===== config.mk =====
export PLATFORM = sky130hd
export DESIGN_NAME = binary_morphology_3x3_core_flat
export DESIGN_NICKNAME = d
export VERILOG_FILES = /design/src/hw/rtl/bmorph_pkg.sv /design/src/hw/rtl/bmorph_if.sv /design/src/hw/rtl/bmorph_line_mem.sv /design/src/hw/rtl/binary_morphology_3x3_core.sv /design/src/flat_wrapper.sv
export SDC_FILE = /design/constraint.sdc
export NUM_CORES = 2
export LEC_CHECK = 0
export ABC_CLOCK_PERIOD_IN_PS = 34100
export BUFFER_PORTS_ARGS = -buffer_cell sky130_fd_sc_hd__buf_2
export CAP_MARGIN = 10
export CORE_UTILIZATION = 55
export CTS_CLUSTER_DIAMETER = 30
export DETAILED_ROUTE_END_ITERATION = 8
export PLACE_DENSITY = 0.73
export SLEW_MARGIN = 20
export SYNTH_ARGS = -nofsm -noshare
export SYNTH_HDL_FRONTEND = slang
export SYNTH_SLANG_ARGS = --single-unit

===== constraint.sdc =====
create_clock -name clk_i -period 34.1 [get_ports clk_i]
set_input_delay 0 -clock clk_i [delete_from_list [all_inputs] [get_ports clk_i]]
set_output_delay 0 -clock clk_i [all_outputs]
set_load 0.03 [all_outputs]

===== src/hw/rtl/bmorph_pkg.sv =====
// Shared types and constants for the 3x3 binary morphology block.
package bmorph_pkg;

  localparam int unsigned DIM_W          = 11;
  localparam int unsigned MASK_W         = 9;
  localparam int unsigned PIX_W          = 8;
  localparam int unsigned LINE_W         = 2;
  localparam int unsigned CFG_IDX_W      = 4;
  localparam int unsigned CFG_DATA_W     = 11;
  localparam int unsigned DEF_MAX_WIDTH  = 1024;
  localparam int unsigned DEF_MAX_HEIGHT = 1024;

  localparam logic [DIM_W-1:0]  RST_WIDTH  = 11'd1024;
  localparam logic [DIM_W-1:0]  RST_HEIGHT = 11'd1024;
  localparam logic [MASK_W-1:0] RST_MASK   = 9'd186;
  localparam logic              RST_ERODE  = 1'b1;

  localparam logic [PIX_W-1:0] PIX_FG = 8'hFF;
  localparam logic [PIX_W-1:0] PIX_BG = 8'h00;

  // Window bit 3*row+col; row 0 above the centre, column 0 to its left.
  localparam logic [MASK_W-1:0] WIN_LEFT   = 9'h049;
  localparam logic [MASK_W-1:0] WIN_RIGHT  = 9'h124;
  localparam logic [MASK_W-1:0] WIN_TOP    = 9'h007;
  localparam logic [MASK_W-1:0] WIN_BOTTOM = 9'h1C0;
  localparam logic [MASK_W-1:0] WIN_KEEP   = 9'h0DB;

  typedef enum logic [CFG_IDX_W-1:0] {
    CFG_WIDTH  = 4'd0,
    CFG_HEIGHT = 4'd1,
    CFG_MASK   = 4'd2,
    CFG_ERODE  = 4'd3
  } cfg_reg_e;

  typedef enum logic {
    OP_PIXEL = 1'b0,
    OP_FLUSH = 1'b1
  } op_e;

  // Control carried from the accept stage to the window stage.
  typedef struct packed {
    logic              fg;
    logic              row_ge1;
    logic              row_ge2;
    logic              produce;
    logic              last;
    logic [MASK_W-1:0] kill;
  } stage_t;

endpackage


===== src/hw/rtl/bmorph_if.sv =====
// Handshake interfaces for the pixel, result and configuration channels.
interface bmorph_pix_if;
  import bmorph_pkg::*;
  logic             valid;
  logic             ready;
  op_e              operation;
  logic [PIX_W-1:0] pixel_value;
  modport source (output valid, operation, pixel_value, input ready);
  modport sink   (input valid, operation, pixel_value, output ready);
endinterface

interface bmorph_res_if;
  import bmorph_pkg::*;
  logic             valid;
  logic             ready;
  logic [PIX_W-1:0] result_pixel;
  logic             frame_last;
  modport source (output valid, result_pixel, frame_last, input ready);
  modport sink   (input valid, result_pixel, frame_last, output ready);
endinterface

interface bmorph_cfg_if;
  import bmorph_pkg::*;
  logic                  valid;
  logic                  ready;
  logic [CFG_IDX_W-1:0]  index;
  logic [CFG_DATA_W-1:0] data;
  modport source (output valid, index, data, input ready);
  modport sink   (input valid, index, data, output ready);
endinterface


===== src/hw/rtl/bmorph_line_mem.sv =====
// Two-row line store: one synchronous RAM, one write and one read port, write forwarding.
module bmorph_line_mem #(
  parameter int unsigned DEPTH = bmorph_pkg::DEF_MAX_WIDTH
) (
  input  logic                            clk_i,
  input  logic                            rd_en_i,
  input  logic [$clog2(DEPTH)-1:0]        rd_addr_i,
  output logic [bmorph_pkg::LINE_W-1:0]   rd_data_o,
  input  logic                            wr_en_i,
  input  logic [$clog2(DEPTH)-1:0]        wr_addr_i,
  input  logic [bmorph_pkg::LINE_W-1:0]   wr_data_i
);
  import bmorph_pkg::*;

  logic [LINE_W-1:0] mem_q [DEPTH];
  logic [LINE_W-1:0] rd_data_q;

  always_ff @(posedge clk_i) begin
    if (wr_en_i) begin
      mem_q[wr_addr_i] <= wr_data_i;
    end
  end

  // A read of the entry being written in the same cycle takes the new data.
  always_ff @(posedge clk_i) begin
    if (rd_en_i) begin
      if (wr_en_i && (wr_addr_i == rd_addr_i)) begin
        rd_data_q <= wr_data_i;
      end else begin
        rd_data_q <= mem_q[rd_addr_i];
      end
    end
  end

  assign rd_data_o = rd_data_q;

endmodule


===== src/hw/rtl/binary_morphology_3x3_core.sv =====
// Top level of the streaming 3x3 binary erosion and dilation block.
//
//   channel  modport  moves                          per transfer
//   pix_i    sink     operation, pixel_value         one pixel or flush tick
//   res_o    source   result_pixel, frame_last       one result (0 or 255)
//   cfg_i    sink     index, data                    one register write
//
// One item per cycle is sustained while the output is not held; a taken item goes with its
// synchronous line store read into the window stage, then its result into the output register.
// Reset clears the counters, the window and the valid flags; the line store holds
// no reset state, since a row is always written before it is read within a frame.
// A result held in the output register stalls input only when the window stage
// also holds an item that makes a result; configuration writes are always taken.
module binary_morphology_3x3_core #(
  parameter int unsigned MAX_WIDTH  = bmorph_pkg::DEF_MAX_WIDTH,
  parameter int unsigned MAX_HEIGHT = bmorph_pkg::DEF_MAX_HEIGHT
) (
  input  logic                clk_i,
  input  logic                rst_ni,
  bmorph_pix_if.sink          pix_i,
  bmorph_res_if.source        res_o,
  bmorph_cfg_if.sink          cfg_i
);
  import bmorph_pkg::*;

  localparam int unsigned COL_W = $clog2(MAX_WIDTH);
  localparam int unsigned WC_W  = $clog2(MAX_WIDTH + 1);
  localparam int unsigned ROW_W = $clog2(MAX_HEIGHT + 3);
  localparam int unsigned TOT_W = WC_W + ROW_W;

  // Configuration registers.
  logic [DIM_W-1:0]  cfg_w_q, cfg_h_q;
  logic [MASK_W-1:0] cfg_mask_q;
  logic              cfg_erode_q;

  assign cfg_i.ready = 1'b1;

  always_ff @(posedge clk_i or negedge rst_ni) begin
    if (!rst_ni) begin
      cfg_w_q     <= RST_WIDTH;
      cfg_h_q     <= RST_HEIGHT;
      cfg_mask_q  <= RST_MASK;
      cfg_erode_q <= RST_ERODE;
    end else if (cfg_i.valid) begin
      unique case (cfg_reg_e'(cfg_i.index))
        CFG_WIDTH:  cfg_w_q     <= cfg_i.data[DIM_W-1:0];
        CFG_HEIGHT: cfg_h_q     <= cfg_i.data[DIM_W-1:0];
        CFG_MASK:   cfg_mask_q  <= cfg_i.data[MASK_W-1:0];
        CFG_ERODE:  cfg_erode_q <= cfg_i.data[0];
        default: ;
      endcase
    end
  end

  // Effective dimensions: zero acts as one, larger than MAX_WIDTH or MAX_HEIGHT saturates.
  logic [WC_W-1:0]  w_eff;
  logic [ROW_W-1:0] h_eff;
  logic [TOT_W-1:0] total;

  always_comb begin
    if (cfg_w_q == '0) begin
      w_eff = WC_W'(1);
    end else if (32'(cfg_w_q) > MAX_WIDTH) begin
      w_eff = WC_W'(MAX_WIDTH);
    end else begin
      w_eff = WC_W'(cfg_w_q);
    end
    if (cfg_h_q == '0) begin
      h_eff = ROW_W'(1);
    end else if (32'(cfg_h_q) > MAX_HEIGHT) begin
      h_eff = ROW_W'(MAX_HEIGHT);
    end else begin
      h_eff = ROW_W'(cfg_h_q);
    end
  end

  assign total = TOT_W'(w_eff) * TOT_W'(h_eff);

  // Frame position counters, advanced at the accept edge.
  logic [COL_W-1:0] col_q, col_d;
  logic [ROW_W-1:0] row_q, row_d;
  logic [TOT_W-1:0] emit_q, emit_d;

  // Window stage.
  logic              s1_valid_q;
  stage_t            s1_q, s0_ctl;
  logic [COL_W-1:0]  s1_col_q;
  logic [MASK_W-1:0] win_q, win_d;
  logic              s1_adv;

  // Output register.
  logic             out_valid_q;
  logic [PIX_W-1:0] out_pix_q;
  logic             out_last_q;

  logic              in_xfer, keep_item, ignore_item, col_zero, cc_zero, cc_right;
  logic              cr_top, cr_bottom, col_end;
  logic [ROW_W-1:0]  cr;
  logic [LINE_W-1:0] rd_data, wr_data;
  logic              up_bit, mid_bit, hit_set;
  logic [MASK_W-1:0] hits;

  assign s1_adv      = s1_valid_q && (!s1_q.produce || !out_valid_q || res_o.ready);
  assign pix_i.ready = !s1_valid_q || s1_adv;
  assign in_xfer     = pix_i.valid && pix_i.ready;

  always_comb begin
    ignore_item = (pix_i.operation == OP_FLUSH) && (col_q == '0) && (row_q == '0);
    keep_item   = in_xfer && !ignore_item;

    s0_ctl.fg      = (pix_i.operation == OP_PIXEL) && (pix_i.pixel_value != '0) &&
                     (row_q < h_eff);
    s0_ctl.row_ge1 = (row_q != '0);
    s0_ctl.row_ge2 = (row_q >= ROW_W'(2));
    s0_ctl.produce = s0_ctl.row_ge2 || ((row_q == ROW_W'(1)) && (col_q != '0));

    // The result belongs to the pixel one row up and one column back, wrapping to the row above that.
    col_zero  = (col_q == '0);
    cc_zero   = col_zero ? (w_eff == WC_W'(1)) : (col_q == COL_W'(1));
    cc_right  = col_zero || (WC_W'(col_q) >= w_eff);
    cr        = col_zero ? (row_q - ROW_W'(2)) : (row_q - ROW_W'(1));
    cr_top    = (cr == '0);
    cr_bottom = ((ROW_W + 1)'(cr) + (ROW_W + 1)'(1)) >= (ROW_W + 1)'(h_eff);
    s0_ctl.kill = (cc_zero   ? WIN_LEFT   : '0) | (cc_right  ? WIN_RIGHT  : '0) |
                  (cr_top    ? WIN_TOP    : '0) | (cr_bottom ? WIN_BOTTOM : '0);
    s0_ctl.last = s0_ctl.produce &&
                  (((TOT_W + 1)'(emit_q) + (TOT_W + 1)'(1)) >= (TOT_W + 1)'(total));

    col_end = ((WC_W + 1)'(col_q) + (WC_W + 1)'(1)) >= (WC_W + 1)'(w_eff);
    col_d   = col_q;
    row_d   = row_q;
    emit_d  = emit_q;
    if (keep_item) begin
      if (s0_ctl.last) begin
        col_d  = '0;
        row_d  = '0;
        emit_d = '0;
      end else begin
        if (s0_ctl.produce) begin
          emit_d = emit_q + TOT_W'(1);
        end
        if (col_end) begin
          col_d = '0;
          row_d = row_q + ROW_W'(1);
        end else begin
          col_d = col_q + COL_W'(1);
        end
      end
    end
  end

  always_ff @(posedge clk_i or negedge rst_ni) begin
    if (!rst_ni) begin
      col_q  <= '0;
      row_q  <= '0;
      emit_q <= '0;
    end else begin
      col_q  <= col_d;
      row_q  <= row_d;
      emit_q <= emit_d;
    end
  end

  bmorph_line_mem #(
    .DEPTH (MAX_WIDTH)
  ) u_line_mem (
    .clk_i     (clk_i),
    .rd_en_i   (keep_item),
    .rd_addr_i (col_q),
    .rd_data_o (rd_data),
    .wr_en_i   (s1_adv),
    .wr_addr_i (s1_col_q),
    .wr_data_i (wr_data)
  );

  always_ff @(posedge clk_i or negedge rst_ni) begin
    if (!rst_ni) begin
      s1_valid_q <= 1'b0;
    end else if (keep_item) begin
      s1_valid_q <= 1'b1;
    end else if (s1_adv) begin
      s1_valid_q <= 1'b0;
    end
  end

  always_ff @(posedge clk_i) begin
    if (keep_item) begin
      s1_q     <= s0_ctl;
      s1_col_q <= col_q;
    end
  end

  // Upper row bit in entry bit 1, middle row bit in entry bit 0.
  always_comb begin
    up_bit  = s1_q.row_ge2 && rd_data[1];
    mid_bit = s1_q.row_ge1 && rd_data[0];
    wr_data = {mid_bit, s1_q.fg};
    win_d   = ({1'b0, win_q[MASK_W-1:1]} & WIN_KEEP) | (MASK_W'(up_bit) << 2) |
              (MASK_W'(mid_bit) << 5) | (MASK_W'(s1_q.fg) << 8);
    hits    = win_d & ~s1_q.kill & cfg_mask_q;
    hit_set = cfg_erode_q ? (hits == cfg_mask_q) : (hits != '0);
  end

  always_ff @(posedge clk_i or negedge rst_ni) begin
    if (!rst_ni) begin
      win_q <= '0;
    end else if (s1_adv) begin
      win_q <= s1_q.last ? '0 : win_d;
    end
  end

  always_ff @(posedge clk_i or negedge rst_ni) begin
    if (!rst_ni) begin
      out_valid_q <= 1'b0;
    end else if (s1_adv && s1_q.produce) begin
      out_valid_q <= 1'b1;
    end else if (res_o.ready) begin
      out_valid_q <= 1'b0;
    end
  end

  always_ff @(posedge clk_i) begin
    if (s1_adv && s1_q.produce) begin
      out_pix_q  <= hit_set ? PIX_FG : PIX_BG;
      out_last_q <= s1_q.last;
    end
  end

  assign res_o.valid        = out_valid_q;
  assign res_o.result_pixel = out_pix_q;
  assign res_o.frame_last   = out_last_q;

  // The final result of a frame returns the position counters to the frame start.
  a_frame_restart : assert property (@(posedge clk_i) disable iff (!rst_ni)
    keep_item && s0_ctl.last |=> (col_q == '0) && (row_q == '0) && (emit_q == '0))
    else $error("counters not cleared after frame end");

  a_window_clear : assert property (@(posedge clk_i) disable iff (!rst_ni)
    s1_adv && s1_q.last |=> (win_q == '0))
    else $error("window not cleared after frame end");

  // A line store read that meets the write of the same entry sees the new bits.
  a_line_forward : assert property (@(posedge clk_i) disable iff (!rst_ni)
    keep_item && s1_adv && (col_q == s1_col_q) |=> (rd_data == $past(wr_data)))
    else $error("line store forwarding lost");

  a_result_source : assert property (@(posedge clk_i) disable iff (!rst_ni)
    $rose(out_valid_q) |-> $past(s1_adv && s1_q.produce))
    else $error("result raised without a producing window step");

endmodule


===== src/flat_wrapper.sv =====
// flat-port wrapper written by rule: the top's interface ports become plain ports
module binary_morphology_3x3_core_flat import bmorph_pkg::*;
#(
  parameter int unsigned MAX_WIDTH  = bmorph_pkg::DEF_MAX_WIDTH,
  parameter int unsigned MAX_HEIGHT = bmorph_pkg::DEF_MAX_HEIGHT
)
  (clk_i, rst_ni, pix_i_valid, pix_i_operation, pix_i_pixel_value, pix_i_ready, res_o_valid, res_o_result_pixel, res_o_frame_last, res_o_ready, cfg_i_valid, cfg_i_index, cfg_i_data, cfg_i_ready);
  bmorph_pix_if pix_i_i ();
  bmorph_res_if res_o_i ();
  bmorph_cfg_if cfg_i_i ();
  input  logic clk_i;
  input  logic rst_ni;
  input wire logic [$bits(pix_i_i.valid)-1:0] pix_i_valid;
  input wire logic [$bits(pix_i_i.operation)-1:0] pix_i_operation;
  input wire logic [$bits(pix_i_i.pixel_value)-1:0] pix_i_pixel_value;
  output wire logic [$bits(pix_i_i.ready)-1:0] pix_i_ready;
  output wire logic [$bits(res_o_i.valid)-1:0] res_o_valid;
  output wire logic [$bits(res_o_i.result_pixel)-1:0] res_o_result_pixel;
  output wire logic [$bits(res_o_i.frame_last)-1:0] res_o_frame_last;
  input wire logic [$bits(res_o_i.ready)-1:0] res_o_ready;
  input wire logic [$bits(cfg_i_i.valid)-1:0] cfg_i_valid;
  input wire logic [$bits(cfg_i_i.index)-1:0] cfg_i_index;
  input wire logic [$bits(cfg_i_i.data)-1:0] cfg_i_data;
  output wire logic [$bits(cfg_i_i.ready)-1:0] cfg_i_ready;
  assign pix_i_i.valid = pix_i_valid;
  assign pix_i_i.operation = pix_i_operation;
  assign pix_i_i.pixel_value = pix_i_pixel_value;
  assign pix_i_ready = pix_i_i.ready;
  assign res_o_valid = res_o_i.valid;
  assign res_o_result_pixel = res_o_i.result_pixel;
  assign res_o_frame_last = res_o_i.frame_last;
  assign res_o_i.ready = res_o_ready;
  assign cfg_i_i.valid = cfg_i_valid;
  assign cfg_i_i.index = cfg_i_index;
  assign cfg_i_i.data = cfg_i_data;
  assign cfg_i_ready = cfg_i_i.ready;
  binary_morphology_3x3_core #(.MAX_WIDTH(MAX_WIDTH), .MAX_HEIGHT(MAX_HEIGHT)) u_core (.clk_i(clk_i), .rst_ni(rst_ni), .pix_i(pix_i_i), .res_o(res_o_i), .cfg_i(cfg_i_i));
endmodule

== Word-level counts from Yosys, hierarchy flattened ==
Memory sizes are Yosys's and may differ from the RTL's. A register that Yosys moved wholly into a read port is not among the register bits.
Index checks and enable logic that the tools add are counted.
W data, S select, Z words.

* Register bits: 119
* Bits in writable memories: 2048
* Output and inout port bits: 12
* Memories: 1

{| class="wikitable"
|+ Memory list
! memory !! words !! width !! rd ports !! clocked after Yosys merged registers in !! write ports !! RTL line !! text
|-
| u_core.u_line_mem.mem_q || 1024 || 2 || 1 || 1 || 1 || bmorph_line_mem.sv:15 || <nowiki>logic [LINE_W-1:0] mem_q [DEPTH];</nowiki>
|}

* Add/subtract/negate cells: 8
* Multipliers: 1
* Magnitude comparators: 8
* Eq/ne operators: 7
* Muxes and demuxes: 25
* Bitwise operators: 10
* Reductions and logical operators: 41

{| class="wikitable"
|+ Operators with widths
! kind !! count
|-
| $mux W11 || 7
|-
| $logic_not A11 Y1 || 4
|-
| $mux W22 || 2
|-
| $or A9 B9 Y9 || 4
|-
| $mux W9 || 3
|-
| $ge A12 B11 Y1 || 2
|-
| $add A22 B1 Y23 const B || 1
|-
| $ge A23 B22 Y1 || 1
|-
| $add A22 B1 Y22 const B || 1
|-
| $eq A11 B1 Y1 const B || 2
|-
| $gt A11 B11 Y1 const B || 2
|-
| $mul A11 B11 Y22 || 1
|-
| $mux W10 || 2
|-
| $and A9 B9 Y9 || 2
|-
| $add A11 B1 Y12 const B || 1
|-
| $logic_and A1 B1 Y1 || 12
|-
| $reduce_and A2 Y1 || 6
|-
| $add A10 B1 Y11 const B || 1
|-
| $add A11 B1 Y11 const B || 1
|-
| $ge A10 B11 Y1 || 1
|-
| $ge A11 B2 Y1 const B || 1
|-
| $lt A11 B11 Y1 || 1
|-
| $reduce_bool A11 Y1 || 1
|-
| $sub A11 B1 Y11 const B || 1
|-
| 22 further kinds || 40
|}

== Longest topological paths before layout ==
* Depth after elaboration: 9
* Gate-level depth with buffers: 37
* Gate-level depth less buffers: 35

== Hierarchy ==
Synthesis repeated with hierarchy kept, for this count alone.

* Cell total of the unflattened synthesis: 5999
* Area, all modules: 95135.0 um^2

{| class="wikitable"
|+ Modules (own cells, without submodules)
! module !! times used !! cells each !! area an instance (um^2)
|-
| bmorph_line_mem || 1 || 4816 || 84130.7
|-
| binary_morphology_3x3_core || 1 || 1183 || 11004.3
|}

== Least setup slack after synthesis ==
OpenSTA, ideal clock, no wires.

* Kind: register to register
* Start: reg u_core.s1_q[13] in the netlist's numbering
* End: mem u_core.u_line_mem.mem_q[0][0], data pin
* Data arrival time: 12.047 ns
* Data required time: 31.423 ns
* Setup slack: 19.377 ns
* Cell stages (with the launch flop): 1
* Buffers on the path: 0
* Clock period less this slack: 14.723 ns
* Cells stage by stage: edfxtp_1

{| class="wikitable"
|+ RTL lines
! what !! RTL line !! text
|-
| start: declaration || binary_morphology_3x3_core.sv:86 || <nowiki>stage_t s1_q, s0_ctl;</nowiki>
|-
| start signal: assignment || binary_morphology_3x3_core.sv:188 || <nowiki>s1_q <= s0_ctl;</nowiki>
|-
| end: declaration || bmorph_line_mem.sv:15 ||
|}

No word-level cell before the write port.

== Worst setup path in the final report ==
* Start: reg u_core.cfg_h_q[5]
* End: reg u_core.row_q[10]

* Word-level cells in the longest chain between the ends: 8
* Elaborated cells between the ends (all ways): 10
* Classes of those cells: 1 x mul; 2 x order compare; 3 x mux; 4 x reduce/logical

{| class="wikitable"
|+ Ends and longest elaborated chain
! what !! RTL line !! text
|-
| start: declaration || binary_morphology_3x3_core.sv:32 || <nowiki>logic [DIM_W-1:0] cfg_w_q, cfg_h_q;</nowiki>
|-
| start signal: assignment || binary_morphology_3x3_core.sv:47 || <nowiki>CFG_HEIGHT: cfg_h_q <= cfg_i.data[DIM_W-1:0];</nowiki>
|-
| $gt A11 B11 Y1 || binary_morphology_3x3_core.sv:70 || <nowiki>end else if (32'(cfg_h_q) > MAX_HEIGHT) begin</nowiki>
|-
| $mux W11 || binary_morphology_3x3_core.sv:70 ||
|-
| $mux W11 * || binary_morphology_3x3_core.sv:68 || <nowiki>if (cfg_h_q == '0) begin</nowiki>
|-
| $mul A11 B11 Y22 * || binary_morphology_3x3_core.sv:77 || <nowiki>assign total = TOT_W'(w_eff) * TOT_W'(h_eff);</nowiki>
|-
| $ge A23 B22 Y1 * || binary_morphology_3x3_core.sv:127 || <nowiki>(((TOT_W + 1)'(emit_q) + (TOT_W + 1)'(1)) >= (TOT_W + 1)'(total));</nowiki>
|-
| $logic_and A1 B1 Y1 * || binary_morphology_3x3_core.sv:126 || <nowiki>s0_ctl.last = s0_ctl.produce &&</nowiki>
|-
| $reduce_bool A2 Y1 (no line) || -- ||
|-
| $reduce_and A2 Y1 (no line) || -- ||
|-
| end signal: assignment || binary_morphology_3x3_core.sv:159 || <nowiki>row_q <= row_d;</nowiki>
|-
| end: declaration || binary_morphology_3x3_core.sv:81 || <nowiki>logic [ROW_W-1:0] row_q, row_d;</nowiki>
|}

Every way passes the cells marked *; elsewhere a longest branch is shown, timed or not.
A chain may end at the register's enable or synchronous reset.

==> impl_metrics.toml <==
[status]
outcome = "completed"

[die]
fp.dieH_um = 416
start_util = 0.556
core_area_um2 = 170000
fp.dieArea_um2 = 173000
die_w_um = 416
ioPinCount = 41
std_cell_rows = 151

[setup_path]
worstPathArrival_ns = 9.64
slowest_stage = "fa_1"
start_kind = "register"
cpMostUsedCell = "fa_1"
timing.rr.start = "u_core.cfg_h_q[5]"
reg2reg_depth = 29
path_class = "register to register"
crit_required_ns = 34.95
crit_fanout = 11
end_kind = "register"
worstReg2RegEnd = "u_core.row_q[10]"
cpPeakStageDelay_ns = 0.55
r2r_slack_ns = 25.32

[drt]
ant_nets = 0
routed_wl_um = 267000
avgViaCountPerCell = 6.64
vias = 57800
routedWlPerCell_um = 30.7
dr.pass1.iters = 9
dr.first_iter.drc_count = 8907
drc = 0

[timing]
rsz0062_at_grt = "no"
fin_crit_sh = 0.258
max_freq_mhz = 114
timing.setup.tns_ns = 0
finalSetupViolCount = 0
worst-slew-pin-transition_ns = 1.33
fin_worst_skew_ns = 0.0613
relSlewSlack = 0.107
hold_viol_final = 0
fin_crit_ns = 8.78
drv_slew = 0

[placement]
gp_congestion = 0.901
placed_area_um2 = 96500
place_hpwl_um = 146000
io_buffers = 39

[final_layout]
area_growth_syn_to_layout_pct = 17.3
drive_above_1_share = 0.218
stdcell_area_um2 = 111000
mostFrequentLayoutCells = "edfxtp_1, nor2_1, mux4_2"
final_common_cell = "edfxtp_1"
finalNetCount = 6397

[yosys]
synth-main-ff-cell = "edfxtp_1"
syn_nets = 6202
synthArstFlopShare = 0.0385
yosysTopAreaCell = "edfxtp_1"
synth_edf_count = 2075
ys_ff_latch = 2158
synth_area_leaders = "edfxtp_1, mux4_2, nor2_1"
yosys_warnings = 0
synth_top_area_frac = 0.660
syn_avg_cell_area_um2 = 15.9
synth_cell_types = 92
seq_area_frac_synth = 0.682
syn_area_um2 = 94400
synthCells = 5957

[clock_network]
cts_resized = 0
clkSlewWorstSetupHoldPaths_ns = 0.05
tritoncts = "done"
clk_latency_ns = 0.98
cts_buffer_depth = 4
root_buffer = "clkbuf_16"
cts_inserted_buffers = 411
post_cts.repair.setup_buffers = 0
htree_levels = 5
clock_sinks = 2158

[global_routing]
antenna_found_initial = 5
grt_start_max_net_pins = 268
grt_pass1_wl_um = 388000
gr-total-overflow = 0
grt_pass1_vias = 58400
track_usage = 0.309

[power]
powerDensity_nw_per_um2 = 89.3
leakagePower_nw = 36.5
peakVddDrop_v = 0.0000754

[min_path]
hold_class = "primary input to asynchronous set/reset pin"

[run]
cap_violations = 0
## synth_stat cells (22+ instances only)
cell type and n:
a21oi_1 88, a221oi_1 39, a22o_1 38, a22oi_1 131, and3_1 27, buf_1 35
buf_2 61, buf_4 53, clkbuf_1 267, dfrtp_1 75, edfxtp_1 2075, fa_1 80
ha_1 136, inv_1 144, mux2_2 35, mux2i_1 137, mux4_2 449, nand2_1 253
nand3_1 62, nand4_1 26, nor2_1 1162, nor2b_1 31, nor3_1 40, o211ai_1 22
o21ai_0 71, o22ai_1 24, xnor2_1 55
## final cells by class
cell class	count	area (um2)
flip-flops and latches	2158	64400
clock buffers	464	10600
well taps	2218	2780
repair buffers	222	1820
clock inverters	272	3060
multi-input cells	3203	27500
diodes	7	17.5
fillers	10900	59100
inverters	156	593
## per-stage QoR
stage          power [W]  hold WS [ns]  cells  utilization  worst slack [ns]
2_1_floorplan    0.00535        -0.296   5957            -             19.38
3_3_place_gp     0.00583        0.0354   7902        0.568             25.53
3_5_place_dp     0.00586        0.0389   7902        0.568             25.53
4_1_cts          0.00985         0.129   8692        0.652             25.45
5_1_grt           0.0102         0.181   8693        0.652             24.91
6_report         0.00989         0.170   8700        0.652             25.32
## cell families after synthesis
family	after synthesis	synth area share
flip-flops	2158	0.682
multiplexers	632	0.129
AND/OR/NAND/NOR	1709	0.0755
adder cells (fa/ha/maj)	216	0.0350
buffers and inverters	596	0.0289
XOR/XNOR	75	0.00704
other	1	0.0000397
AO/OA/AOI/OAI	570	0.0428
## worst max-delay path, delay by kind of cell, from the launching register on
kind	cells	cell delay [ns]
xor+xnor	1	0.09
flops	1	0.39
simple gates	7	1.76
buf+inv	2	0.13
mux	1	0.22
compound gates	11	2.90
fa+ha+maj	7	3.12
## worst max path at each step
stage                            from                            end  slack, ns  depth (start not counted)
finish              u_core.cfg_h_q[5]               u_core.row_q[10]      25.32                         29
global route        u_core.cfg_h_q[5]               u_core.row_q[10]      24.91                         29
CTS                 u_core.cfg_h_q[5]                u_core.row_q[9]      25.45                         29
detailed placement  u_core.cfg_h_q[5]                u_core.row_q[9]      25.53                         29
global placement    u_core.cfg_h_q[5]                u_core.row_q[9]      25.53                         29
floorplan             u_core.s1_q[13]  u_core.u_line_mem.mem_q[0][0]      19.38                          0
## registers in the layout, indices dropped and copies added (netlist names), 2 cells and up
| signal | count |
|---|---|
| u_core.u_line_mem.mem_q | 2048 |
| u_core.emit_q | 22 |
| u_core.s1_q | 13 |
| u_core.cfg_h_q | 11 |
| u_core.cfg_w_q | 11 |
| u_core.row_q | 11 |
| u_core.col_q | 10 |
| u_core.s1_col_q | 10 |
| u_core.cfg_mask_q | 9 |
| u_core.win_q | 6 |
| u_core.u_line_mem.rd_data_o | 2 |
## power by group
group,switching [W],total [W],internal [W]
Combinational,0.00166,0.00258,0.000922
Clock,0.00135,0.00399,0.00264
Sequential,0.0000747,0.00332,0.00324
Total,0.00309,0.00989,0.00680
## what timing repair did
item | 4_1_cts | 5_1_grt
hold buffers | 54 | 0
endpoints found under the setup margin | 0 | 0
hold endpoints to repair | 119 | 0
## per-layer routing
layer	global-route usage	share of wire	wire, um
met1	0.404	0.35	94500
met2	0.484	0.47	125000
met3	0.0794	0.12	32600
met4	0.154	0.056	15000
met5	0	0.00013	34
(Power assumes the default switching activity.)
